`src/sv/mexp_pkg.sv`:
```
// ---------------------------------------------------------------------------
// mexp_pkg
// Shared constants for the modular exponentiation core: port widths,
// configuration register indexes and their reset values.
// ---------------------------------------------------------------------------
package mexp_pkg;

  localparam int FIELD_W       = 32;
  localparam int DEFAULT_WIDTH = 32;
  localparam int CFG_IDX_W     = 1;

  localparam logic [CFG_IDX_W-1:0] REG_EXPONENT = 1'b0;
  localparam logic [CFG_IDX_W-1:0] REG_MODULUS  = 1'b1;

  localparam logic [FIELD_W-1:0] EXPONENT_RESET = 32'd1;
  localparam logic [FIELD_W-1:0] MODULUS_RESET  = 32'd2;

endpackage

```
`src/sv/mexp_modred.sv`:
```
// ---------------------------------------------------------------------------
// mexp_modred
// Bit-serial restoring reduction of a double-width value modulo m. The high
// half must already be below m; one low-half bit is folded in per cycle.
// ---------------------------------------------------------------------------
module mexp_modred
  import mexp_pkg::*;
#(
  parameter int WIDTH = DEFAULT_WIDTH
) (
  input  logic             clk,
  input  logic             rst,
  input  logic             go,
  input  logic [WIDTH-1:0] hi,
  input  logic [WIDTH-1:0] lo,
  input  logic [WIDTH-1:0] m,
  output logic             done,
  output logic [WIDTH-1:0] rem
);

  localparam int CNT_W = $clog2(WIDTH + 1);

  logic             running;
  logic [CNT_W-1:0] cnt;
  logic [WIDTH-1:0] r;
  logic [WIDTH-1:0] sh;
  logic [WIDTH:0]   trial;
  logic [WIDTH:0]   diff;
  logic [WIDTH-1:0] r_next;

  // Shift one bit in, subtract m when it fits.
  always_comb begin
    trial  = {r, sh[WIDTH-1]};
    diff   = trial - {1'b0, m};
    r_next = (trial >= {1'b0, m}) ? diff[WIDTH-1:0] : trial[WIDTH-1:0];
  end

  always_ff @(posedge clk) begin
    if (rst) begin
      running <= 1'b0;
      done    <= 1'b0;
      cnt     <= '0;
    end else begin
      done <= 1'b0;
      if (go) begin
        running <= 1'b1;
        cnt     <= CNT_W'(WIDTH);
        r       <= hi;
        sh      <= lo;
      end else if (running) begin
        r   <= r_next;
        sh  <= {sh[WIDTH-2:0], 1'b0};
        cnt <= cnt - CNT_W'(1);
        if (cnt == CNT_W'(1)) begin
          running <= 1'b0;
          done    <= 1'b1;
        end
      end
    end
  end

  assign rem = r;

endmodule

```
`src/sv/mexp_mulmod.sv`:
```
// ---------------------------------------------------------------------------
// mexp_mulmod
// Shared modular multiplier: registers the exact double-width product, then
// hands it to the bit-serial reducer.
// ---------------------------------------------------------------------------
module mexp_mulmod
  import mexp_pkg::*;
#(
  parameter int WIDTH = DEFAULT_WIDTH
) (
  input  logic             clk,
  input  logic             rst,
  input  logic             go,
  input  logic [WIDTH-1:0] a,
  input  logic [WIDTH-1:0] b,
  input  logic [WIDTH-1:0] m,
  output logic             done,
  output logic [WIDTH-1:0] rem
);

  localparam int PW = 2 * WIDTH;

  logic [PW-1:0] prod;
  logic          red_go;

  always_ff @(posedge clk) begin
    if (rst) begin
      red_go <= 1'b0;
    end else begin
      red_go <= go;
    end
  end

  always_ff @(posedge clk) begin
    if (go) begin
      prod <= PW'(a) * PW'(b);
    end
  end

  mexp_modred #(
    .WIDTH (WIDTH)
  ) u_modred (
    .clk  (clk),
    .rst  (rst),
    .go   (red_go),
    .hi   (prod[PW-1:WIDTH]),
    .lo   (prod[WIDTH-1:0]),
    .m    (m),
    .done (done),
    .rem  (rem)
  );

endmodule

```
`src/sv/modular_exponentiation_core.sv`:
```
// ---------------------------------------------------------------------------
// modular_exponentiation_core
// Right-to-left square-and-multiply: block_value ^ key_exponent mod
// key_modulus, one item at a time on a shared modular multiplier.
// ---------------------------------------------------------------------------
// Usage: write key_exponent (index 0) and key_modulus (index 1) while busy is
// low, then pulse start with block_value. busy stays high while the item is
// worked on; the result appears on power_result for exactly one cycle with
// done high, and must be taken then. Every modular multiply runs on one shared
// unit: the product is registered, then loaded into the reducer, reduced
// bit-serially and handed back to the sequencer. An item needs one
// multiply to reduce the base, one per set exponent bit, and one squaring
// per exponent bit below the highest set bit: with WIDTH = 32 at most 64
// multiplies, and only the base reduction for an exponent of zero.
// A modulus below two gives 0 in the cycle after start.
// ---------------------------------------------------------------------------
module modular_exponentiation_core
  import mexp_pkg::*;
#(
  parameter int WIDTH = DEFAULT_WIDTH
) (
  input  logic                 clk,
  input  logic                 rst,
  input  logic                 start,
  output logic                 busy,
  input  logic [FIELD_W-1:0]   block_value,
  input  logic                 cfg_we,
  input  logic [CFG_IDX_W-1:0] cfg_index,
  input  logic [FIELD_W-1:0]   cfg_data,
  output logic                 done,
  output logic [FIELD_W-1:0]   power_result
);

  localparam logic [1:0] ST_IDLE = 2'd0;  // waiting for start
  localparam logic [1:0] ST_RED  = 2'd1;  // base mod m in flight
  localparam logic [1:0] ST_MUL  = 2'd2;  // acc * base in flight
  localparam logic [1:0] ST_SQR  = 2'd3;  // base * base in flight

  // Key registers
  logic [FIELD_W-1:0] key_exponent;
  logic [FIELD_W-1:0] key_modulus;

  // Sequencer and working registers
  logic [1:0]       state;
  logic [WIDTH-1:0] expo;
  logic [WIDTH-1:0] modv;
  logic [WIDTH-1:0] acc;
  logic [WIDTH-1:0] result;
  logic [WIDTH-1:0] op_a;
  logic [WIDTH-1:0] op_b;
  logic             mm_go;

  logic             mm_done;
  logic [WIDTH-1:0] mm_rem;
  logic [WIDTH-1:0] expo_shr;
  logic [WIDTH-1:0] mod_in;

  assign expo_shr = expo >> 1;
  assign mod_in   = key_modulus[WIDTH-1:0];
  assign busy     = (state != ST_IDLE);

  // Configuration writes; unknown indexes are dropped.
  always_ff @(posedge clk) begin
    if (rst) begin
      key_exponent <= EXPONENT_RESET;
      key_modulus  <= MODULUS_RESET;
    end else if (cfg_we) begin
      case (cfg_index)
        REG_EXPONENT: key_exponent <= cfg_data;
        REG_MODULUS:  key_modulus  <= cfg_data;
        default:      ;
      endcase
    end
  end

  // Sequencer: each busy state waits for the shared multiplier, folds its result
  // in and issues the next multiply or finishes the item.
  always_ff @(posedge clk) begin
    if (rst) begin
      state <= ST_IDLE;
      done  <= 1'b0;
      mm_go <= 1'b0;
    end else begin
      done  <= 1'b0;
      mm_go <= 1'b0;
      case (state)
        ST_IDLE: begin
          if (start) begin
            expo <= key_exponent[WIDTH-1:0];
            modv <= mod_in;
            acc  <= WIDTH'(1);
            if (mod_in < WIDTH'(2)) begin
              // Degenerate modulus (0 or 1): deliver 0.
              result <= '0;
              done   <= 1'b1;
            end else begin
              // Reduce the base first; high product half is zero, below m.
              op_a  <= block_value[WIDTH-1:0];
              op_b  <= WIDTH'(1);
              mm_go <= 1'b1;
              state <= ST_RED;
            end
          end
        end
        ST_RED: begin
          if (mm_done) begin
            op_a <= mm_rem;
            if (expo == '0) begin
              // Zero exponent: deliver 1.
              result <= acc;
              done   <= 1'b1;
              state  <= ST_IDLE;
            end else if (expo[0]) begin
              op_b  <= acc;
              mm_go <= 1'b1;
              state <= ST_MUL;
            end else begin
              op_b  <= mm_rem;
              mm_go <= 1'b1;
              state <= ST_SQR;
            end
          end
        end
        ST_MUL: begin
          if (mm_done) begin
            acc <= mm_rem;
            if (expo_shr == '0) begin
              // No set bits left: skip the final squaring.
              result <= mm_rem;
              done   <= 1'b1;
              state  <= ST_IDLE;
            end else begin
              // op_a still holds the base; square it.
              op_b  <= op_a;
              mm_go <= 1'b1;
              state <= ST_SQR;
            end
          end
        end
        ST_SQR: begin
          if (mm_done) begin
            // Advance to the next exponent bit; the remaining exponent is known to be nonzero.
            expo  <= expo_shr;
            op_a  <= mm_rem;
            mm_go <= 1'b1;
            if (expo_shr[0]) begin
              op_b  <= acc;
              state <= ST_MUL;
            end else begin
              op_b  <= mm_rem;
              state <= ST_SQR;
            end
          end
        end
        default: begin
          state <= ST_IDLE;
        end
      endcase
    end
  end

  mexp_mulmod #(
    .WIDTH (WIDTH)
  ) u_mulmod (
    .clk  (clk),
    .rst  (rst),
    .go   (mm_go),
    .a    (op_a),
    .b    (op_b),
    .m    (modv),
    .done (mm_done),
    .rem  (mm_rem)
  );

  assign power_result = FIELD_W'(result);

  // Checks
  a_result_below_mod: assert property (@(posedge clk) disable iff (rst)
    (done && modv >= WIDTH'(2)) |-> (result < modv))
    else $error("result not reduced below modulus");

  a_done_idle: assert property (@(posedge clk) disable iff (rst)
    done |-> !busy)
    else $error("result strobe while busy");

  a_mm_go_busy: assert property (@(posedge clk) disable iff (rst)
    mm_go |-> busy)
    else $error("multiply issued while idle");

  a_mm_done_busy: assert property (@(posedge clk) disable iff (rst)
    mm_done |-> (busy && !mm_go))
    else $error("multiply finished outside an item");

endmodule
```
`config.mk`:
```
export PLATFORM = sky130hd
export DESIGN_NAME = modular_exponentiation_core
export DESIGN_NICKNAME = d
export VERILOG_FILES = /design/src/sv/mexp_pkg.sv /design/src/sv/mexp_modred.sv /design/src/sv/mexp_mulmod.sv /design/src/sv/modular_exponentiation_core.sv
export SDC_FILE = /design/constraint.sdc
export NUM_CORES = 2
export LEC_CHECK = 0
export ABC_CLOCK_PERIOD_IN_PS = 9100
export CELL_PAD_IN_SITES_DETAIL_PLACEMENT = 1
export CELL_PAD_IN_SITES_GLOBAL_PLACEMENT = 1
export CORE_AREA = 2 2 339 341
export CTS_CLUSTER_DIAMETER = 30
export DETAILED_ROUTE_END_ITERATION = 16
export DIE_AREA = 0 0 341 343
export DONT_BUFFER_PORTS = 1
export GPL_ROUTABILITY_DRIVEN = 0
export PLACE_DENSITY = 0.82
export SLEW_MARGIN = 20
export SYNTH_ARGS = -nofsm -noshare
export SYNTH_HDL_FRONTEND = slang
export SYNTH_SLANG_ARGS = --single-unit
```
`constraint.sdc`:
```
create_clock -name clk -period 9.1 [get_ports clk]
set_input_delay 1.82 -clock clk [delete_from_list [all_inputs] [get_ports clk]]
set_output_delay 1.82 -clock clk [all_outputs]
set_load 0.01 [all_outputs]
```
# == Yosys cells after proc, flatten, opt, wreduce, memory -nomap -nowiden ==
# Cells that the tools add are included.
# totals
register_bits,397
in_bits,69
output_inout_bits,34
elab_cells,126
# classes
addsub,2
mul,1
n_lt_le_gt_ge,2
eq_ne,15
n_mux,62
n_bitwise,3
reduce_logical,22
# op_table
operator,n
$mux W32,26
$pmux W32 S2,3
$pmux W32 S4,1
$pmux W32 S3,1
$logic_not A32 Y1,2
$mul A32 B32 Y64,1
$ge A33 B32 Y1,1
$lt A32 B2 Y1 const B,1
$sub A32 B32 Y32,1
$mux W1,19
$reduce_and A8 Y1,2
$mux W2,7
$ne A2 B2 Y1 const B,7
$mux W6,2
$reduce_and A5 Y1,2
$reduce_bool A2 Y1,5
$ne A2 B1 Y1 const B,4
$pmux W2 S4,1
$reduce_and A4 Y1,2
$eq A6 B1 Y1 const B,1
$reduce_and A2 Y1,3
$sub A6 B1 Y6 const B,1
$eq A2 B2 Y1 const B,2
$pmux W1 S4,1
8 further kinds,11

# == Longest topological paths before layout ==
# depth
word_depth,4
depth_mapped,28
depth_no_buf,26

# == By module ==
# Synthesis repeated with hierarchy kept, for this count alone.
# hier_totals
cells_unflattened,5082
hier_area_um2,50983.9
# modules_own_cells
mod,n_inst,cells_each,area_each_um2,seq_area_each_um2
mexp_mulmod,1,3758,35175.0,1941.9
modular_exponentiation_core,1,808,10348.7,7126.8
mexp_modred,1,516,5460.2,2082.0

# == Worst setup path before layout ==
# No wires, ideal clock.
# synth_path
path_type,input to register
start,in rst
end,"reg result[0], in the netlist power_result[0], enable pin"
setup_time_ns,0.594
arrival_ns,7.056
required_time_ns,8.506
slack_ns,1.450
stages,2
path_buffers,1
cell_sequence,clkbuf_1 > a2111oi_0
# synth_via
elab_chain_cells,2
# synth_rtl
element,line,source
"start, declared",modular_exponentiation_core.sv:23,"input logic rst,"
$not A1 Y1 (no line),-,
$reduce_and A8 Y1 (no line),-,
"end signal, assigned",modular_exponentiation_core.sv:129,result <= mm_rem;
"end, declared",modular_exponentiation_core.sv:48,logic [WIDTH-1:0] result;
# No other way between the ends.
# A chain may end at the register's enable or synchronous reset.

# == Worst setup path after layout ==
# layout_path
start,reg op_a[13]
end,"reg u_mulmod.prod[61], data pin"
# layout_via
elab_chain_cells,1
# layout_rtl
element,line,source
"start, declared",modular_exponentiation_core.sv:49,logic [WIDTH-1:0] op_a;
"start signal, assigned",modular_exponentiation_core.sv:98,op_a <= block_value[WIDTH-1:0];
"start signal, assigned",modular_exponentiation_core.sv:107,op_a <= mm_rem;
"start signal, assigned",modular_exponentiation_core.sv:144,op_a <= mm_rem;
$mul A32 B32 Y64,mexp_mulmod.sv:36,prod <= PW'(a) * PW'(b);
"end signal, assigned",mexp_mulmod.sv:36,
"end, declared",mexp_mulmod.sv:23,logic [PW-1:0] prod;
# No other way between the ends.

==> flow_summary.html <==
<table>
<tr><th>Metric</th><th>Value</th></tr>
<tr><th colspan="2">Yosys</th></tr>
<tr><td>Yosys synthesis warning count</td><td>0</td></tr>
<tr><td>Fraction of post-synthesis cell area in the top cell type by area</td><td>0.354</td></tr>
<tr><td>Post-Synthesis Mean Instance Area</td><td>9.89 um^2</td></tr>
<tr><td>Gate Count Post-Synth</td><td>5123</td></tr>
<tr><td>Fraction of registers with async set or reset after synthesis</td><td>0</td></tr>
<tr><td>Top FF cell, synth</td><td>sky130_fd_sc_hd__edfxtp_1</td></tr>
<tr><td>Largest cells by area after synthesis</td><td>sky130_fd_sc_hd__fa_1 35%, sky130_fd_sc_hd__edfxtp_1 19%, sky130_fd_sc_hd__and2_1 7.6%, sky130_fd_sc_hd__ha_1 7.4%, sky130_fd_sc_hd__inv_1 6.8%</td></tr>
<tr><td>Count of different cell masters after synthesis</td><td>70</td></tr>
<tr><td>Biggest area consumer among synthesized cells</td><td>sky130_fd_sc_hd__fa_1</td></tr>
<tr><td>Number of synthesized flops with an enable pin</td><td>320</td></tr>
<tr><td>Post-synthesis net count</td><td>6390</td></tr>
<tr><td>Syn Std Cell Area</td><td>50700 um^2</td></tr>
<tr><td>Seq/Total Area, Yosys</td><td>0.220</td></tr>
<tr><td>Register bit count reported by yosys</td><td>397</td></tr>
<tr><th colspan="2">Status</th></tr>
<tr><td>Run status</td><td>completed</td></tr>
<tr><th colspan="2">Clocking</th></tr>
<tr><td>Number of sinks handled by clock tree synthesis</td><td>397</td></tr>
<tr><td>Count of hold-fix buffers inserted at cts</td><td>0</td></tr>
<tr><td>Insertion delay of the later-clocked pin in the worst-skew pair</td><td>0.65 ns</td></tr>
<tr><td>Root buf cell</td><td>sky130_fd_sc_hd__clkbuf_16</td></tr>
<tr><td>Clock transition at path regs</td><td>0.06 ns</td></tr>
<tr><td>Number of levels the H-tree was split into</td><td>3</td></tr>
<tr><td>Number of buffers created by CTS</td><td>78</td></tr>
<tr><td>Maximum clock path buffer count</td><td>3</td></tr>
<tr><td>TritonCTS clock tree</td><td>done</td></tr>
<tr><th colspan="2">Setup path</th></tr>
<tr><td>Crit path arrival time</td><td>9.24 ns</td></tr>
<tr><td>Worst setup SP type</td><td>register</td></tr>
<tr><td>Maximum fanout count along the critical path</td><td>13</td></tr>
<tr><td>Crit path kind</td><td>reg2reg</td></tr>
<tr><td>CP required</td><td>9.46 ns</td></tr>
<tr><td>Type of destination of the critical path</td><td>register</td></tr>
<tr><th colspan="2">STA</th></tr>
<tr><td>Worst max-slew margin expressed relative to the limit</td><td>0.205</td></tr>
<tr><td>Unrepaired setup endpoints after global routing</td><td>no</td></tr>
<tr><td>Final TNS setup</td><td>0 ns</td></tr>
<tr><td>Clock tree skew after final layout</td><td>0.0650 ns</td></tr>
<tr><td>Least-Margin Pin Slew</td><td>1.19 ns</td></tr>
<tr><td>Maximum clock rate</td><td>113 MHz</td></tr>
<tr><td>Final max-slew violation count</td><td>0</td></tr>
<tr><td>Count of final setup violators</td><td>0</td></tr>
<tr><td>Final Critical Period</td><td>8.88 ns</td></tr>
<tr><td>Post-route fraction of the period consumed by the critical path</td><td>0.976</td></tr>
<tr><td>Setup slack of the critical path after layout</td><td>0.219 ns</td></tr>
<tr><td>Final hold violations</td><td>0</td></tr>
<tr><td>Worst hold-check slack</td><td>0.449 ns</td></tr>
<tr><th colspan="2">Drt</th></tr>
<tr><td>Number of nets with antenna violations after routing</td><td>0</td></tr>
<tr><td>DRC violation count after routing</td><td>0</td></tr>
<tr><td>Vias after detailed routing</td><td>37500</td></tr>
<tr><td>Starting DRT DRC Count</td><td>2955</td></tr>
<tr><td>Average via count per standard cell</td><td>5.66</td></tr>
<tr><td>Total wire length after detailed routing</td><td>160000 um</td></tr>
<tr><td>Average routed wire per standard cell</td><td>24.2 um</td></tr>
<tr><td>Number of detailed-routing iterations run before antenna repair</td><td>6</td></tr>
<tr><th colspan="2">Floorplanning</th></tr>
<tr><td>Effective utilization at floorplan</td><td>0.447</td></tr>
<tr><td>Die Ht</td><td>343 um</td></tr>
<tr><td>Rows</td><td>124</td></tr>
<tr><td>Top-Level Pins</td><td>103</td></tr>
<tr><td>Horizontal die dimension</td><td>341 um</td></tr>
<tr><td>Std-Cell Core Area</td><td>113000 um^2</td></tr>
<tr><td>Die area</td><td>117000 um^2</td></tr>
<tr><th colspan="2">Finish</th></tr>
<tr><td>Sequential cell area in the final layout</td><td>11200 um^2</td></tr>
<tr><td>Area of combinational cells with multiple inputs</td><td>35000 um^2</td></tr>
<tr><td>Share of post-route cells with drive strength above 1</td><td>0.0746</td></tr>
<tr><td>Total number of nets in the final design</td><td>6315</td></tr>
<tr><td>Final cell count without fillers</td><td>6632</td></tr>
<tr><td>Area added between synthesis and finish</td><td>9.34%</td></tr>
<tr><td>Number of inserted filler cells in the final layout</td><td>12500</td></tr>
<tr><th colspan="2">GRT</th></tr>
<tr><td>Antenna violations before repair</td><td>12</td></tr>
<tr><td>Pin count of the biggest net entering global routing</td><td>78</td></tr>
<tr><td>Remaining Overflow, GRT</td><td>0</td></tr>
<tr><td>Number of global-route vias before repair</td><td>43200</td></tr>
<tr><td>Total routing usage reported by global routing</td><td>0.278</td></tr>
<tr><td>First-pass GRT wire length</td><td>250000 um</td></tr>
<tr><th colspan="2">Placed design</th></tr>
<tr><td>Post-DP HPWL</td><td>122000 um</td></tr>
<tr><td>Number of instances in the placed design</td><td>6466</td></tr>
<tr><td>PortBufs</td><td>0</td></tr>
<tr><td>Pre-CTS setup slack</td><td>0.272 ns</td></tr>
<tr><th colspan="2">Hold path</th></tr>
<tr><td>Tightest Hold Check Type</td><td>reg2reg</td></tr>
<tr><th colspan="2">Run</th></tr>
<tr><td>Max-Cap Viols</td><td>0</td></tr>
</table>
[registers in the layout, summed over array words and instances, names as in the netlist, 2 cells and up]
| register | flops |
|---|---|
| u_mulmod.u_modred.rem | 32 |
| u_mulmod.u_modred.cnt | 6 |
| u_mulmod.prod | 64 |
| key_modulus | 32 |
| op_a | 32 |
| key_exponent | 32 |
| power_result | 32 |
| expo | 32 |
| u_mulmod.u_modred.sh | 32 |
| state | 2 |
| acc | 32 |
| modv | 32 |
| op_b | 32 |
[metrics by stage]
| stage | utilization | cell area (um^2) |
|---|---|---|
| detailed placement | 0.463 | 52500 |
| global placement | 0.463 | 52500 |
| floorplan | - | 50700 |
| finish | 0.488 | 55400 |
| global route | 0.488 | 55400 |
| CTS | 0.486 | 55200 |
[cell usage in the layout, fill, tap and decap left out, types with 78 or more instances in the layout]
| master | netlist | layout |
|---|---|---|
| sky130_fd_sc_hd__nor2_1 | 114 | 112 |
| sky130_fd_sc_hd__ha_1 | 301 | 299 |
| sky130_fd_sc_hd__fa_1 | 897 | 897 |
| sky130_fd_sc_hd__buf_4 | 0 | 120 |
| sky130_fd_sc_hd__clkbuf_16 | 0 | 78 |
| sky130_fd_sc_hd__a21oi_1 | 201 | 200 |
| sky130_fd_sc_hd__edfxtp_1 | 320 | 320 |
| sky130_fd_sc_hd__nand2_1 | 684 | 683 |
| sky130_fd_sc_hd__and2_1 | 618 | 617 |
| sky130_fd_sc_hd__mux2_2 | 92 | 92 |
| sky130_fd_sc_hd__inv_1 | 921 | 921 |
[path summary, 6_finish.rpt]
kind / startpoint / to / slack (ns) / cells after the start
worst min-delay path: key_exponent[3]$_SDFFE_PP0P_ / key_exponent[3]$_SDFFE_PP0P_ / 0.45 / 2
worst min register to register: key_exponent[3]$_SDFFE_PP0P_ / key_exponent[3]$_SDFFE_PP0P_ / 0.45 / 2
worst max register to register: op_a[13]$_DFFE_PP_ / u_mulmod.prod[61]$_DFFE_PP_ / 0.22 / 24
worst max-delay path: op_a[13]$_DFFE_PP_ / u_mulmod.prod[61]$_DFFE_PP_ / 0.22 / 24
[cell type report]
cell class                      instances  area share
Antenna cell                           10    0.000452
Clock buffer                          100      0.0380
Clock inverter                         42     0.00996
Inverter                              922      0.0625
Multi-Input combinational cell       3513       0.632
Sequential cell                       397       0.201
Tap cell                             1512      0.0341
Timing Repair Buffer                  136      0.0213
[Yosys cell counts (19+ instances only)]
cell type / count
sky130_fd_sc_hd__inv_1: 921
sky130_fd_sc_hd__fa_1: 897
sky130_fd_sc_hd__nand2_1: 684
sky130_fd_sc_hd__and2_1: 618
sky130_fd_sc_hd__edfxtp_1: 320
sky130_fd_sc_hd__ha_1: 301
sky130_fd_sc_hd__clkbuf_1: 279
sky130_fd_sc_hd__a21oi_1: 201
sky130_fd_sc_hd__nor2_1: 114
sky130_fd_sc_hd__mux2_2: 92
sky130_fd_sc_hd__dfxtp_1: 77
sky130_fd_sc_hd__o21ai_0: 61
sky130_fd_sc_hd__xnor2_1: 59
sky130_fd_sc_hd__a21o_1: 43
sky130_fd_sc_hd__nor2b_1: 43
sky130_fd_sc_hd__a222oi_1: 31
sky130_fd_sc_hd__nor3_1: 30
sky130_fd_sc_hd__nand3_1: 29
sky130_fd_sc_hd__o21ai_1: 28
sky130_fd_sc_hd__xor2_1: 28
sky130_fd_sc_hd__a31oi_1: 23
sky130_fd_sc_hd__nand4_1: 23
sky130_fd_sc_hd__mux2i_1: 22
sky130_fd_sc_hd__nor4_1: 19
[kinds of logic after synthesis]
family / synth area share
adders and majority gates: 0.429
xor gates and xnor gates: 0.0150
muxes: 0.0248
buffers and inverters: 0.0900
AOI/OAI and AO/OA: 0.0627
DFF: 0.220
and+or+nand+nor: 0.159
[per-layer routing]
metal / GRT usage / vias up / share of wire
met5: 0 / - / 0.00025
met4: 0.127 / 6 / 0.048
met3: 0.0429 / 431 / 0.067
li1: - / 15800 / -
met2: 0.494 / 1524 / 0.51
met1: 0.331 / 19800 / 0.37
[critical path: stages (launching register included)]
cell	delay (ns)
sky130_fd_sc_hd__edfxtp_1	0.77
sky130_fd_sc_hd__buf_8	0.33
sky130_fd_sc_hd__and2_1	0.19
sky130_fd_sc_hd__fa_1	0.55
sky130_fd_sc_hd__inv_1	0.07
sky130_fd_sc_hd__fa_1	0.53
sky130_fd_sc_hd__inv_1	0.05
sky130_fd_sc_hd__fa_1	0.50
sky130_fd_sc_hd__fa_1	0.46
sky130_fd_sc_hd__fa_1	0.55
sky130_fd_sc_hd__fa_1	0.43
sky130_fd_sc_hd__fa_1	0.50
sky130_fd_sc_hd__inv_1	0.10
sky130_fd_sc_hd__fa_1	0.51
sky130_fd_sc_hd__inv_1	0.06
sky130_fd_sc_hd__ha_1	0.49
sky130_fd_sc_hd__nand4_1	0.26
sky130_fd_sc_hd__or3_1	0.46
sky130_fd_sc_hd__nor3_1	0.28
sky130_fd_sc_hd__o21ai_0	0.15
sky130_fd_sc_hd__o31ai_1	0.13
sky130_fd_sc_hd__a21o_1	0.29
sky130_fd_sc_hd__a41oi_1	0.20
sky130_fd_sc_hd__mux2i_1	0.17
sky130_fd_sc_hd__or4_1	0.53
[timing repair]
action,CTS,global route
setup endpoints to repair,0,2
gates resized for setup,0,1
setup buffers,0,8
Power is left out: the tool's default activity adds up to more than one toggle a clock period on the data nets, which glitch-free logic cannot reach.
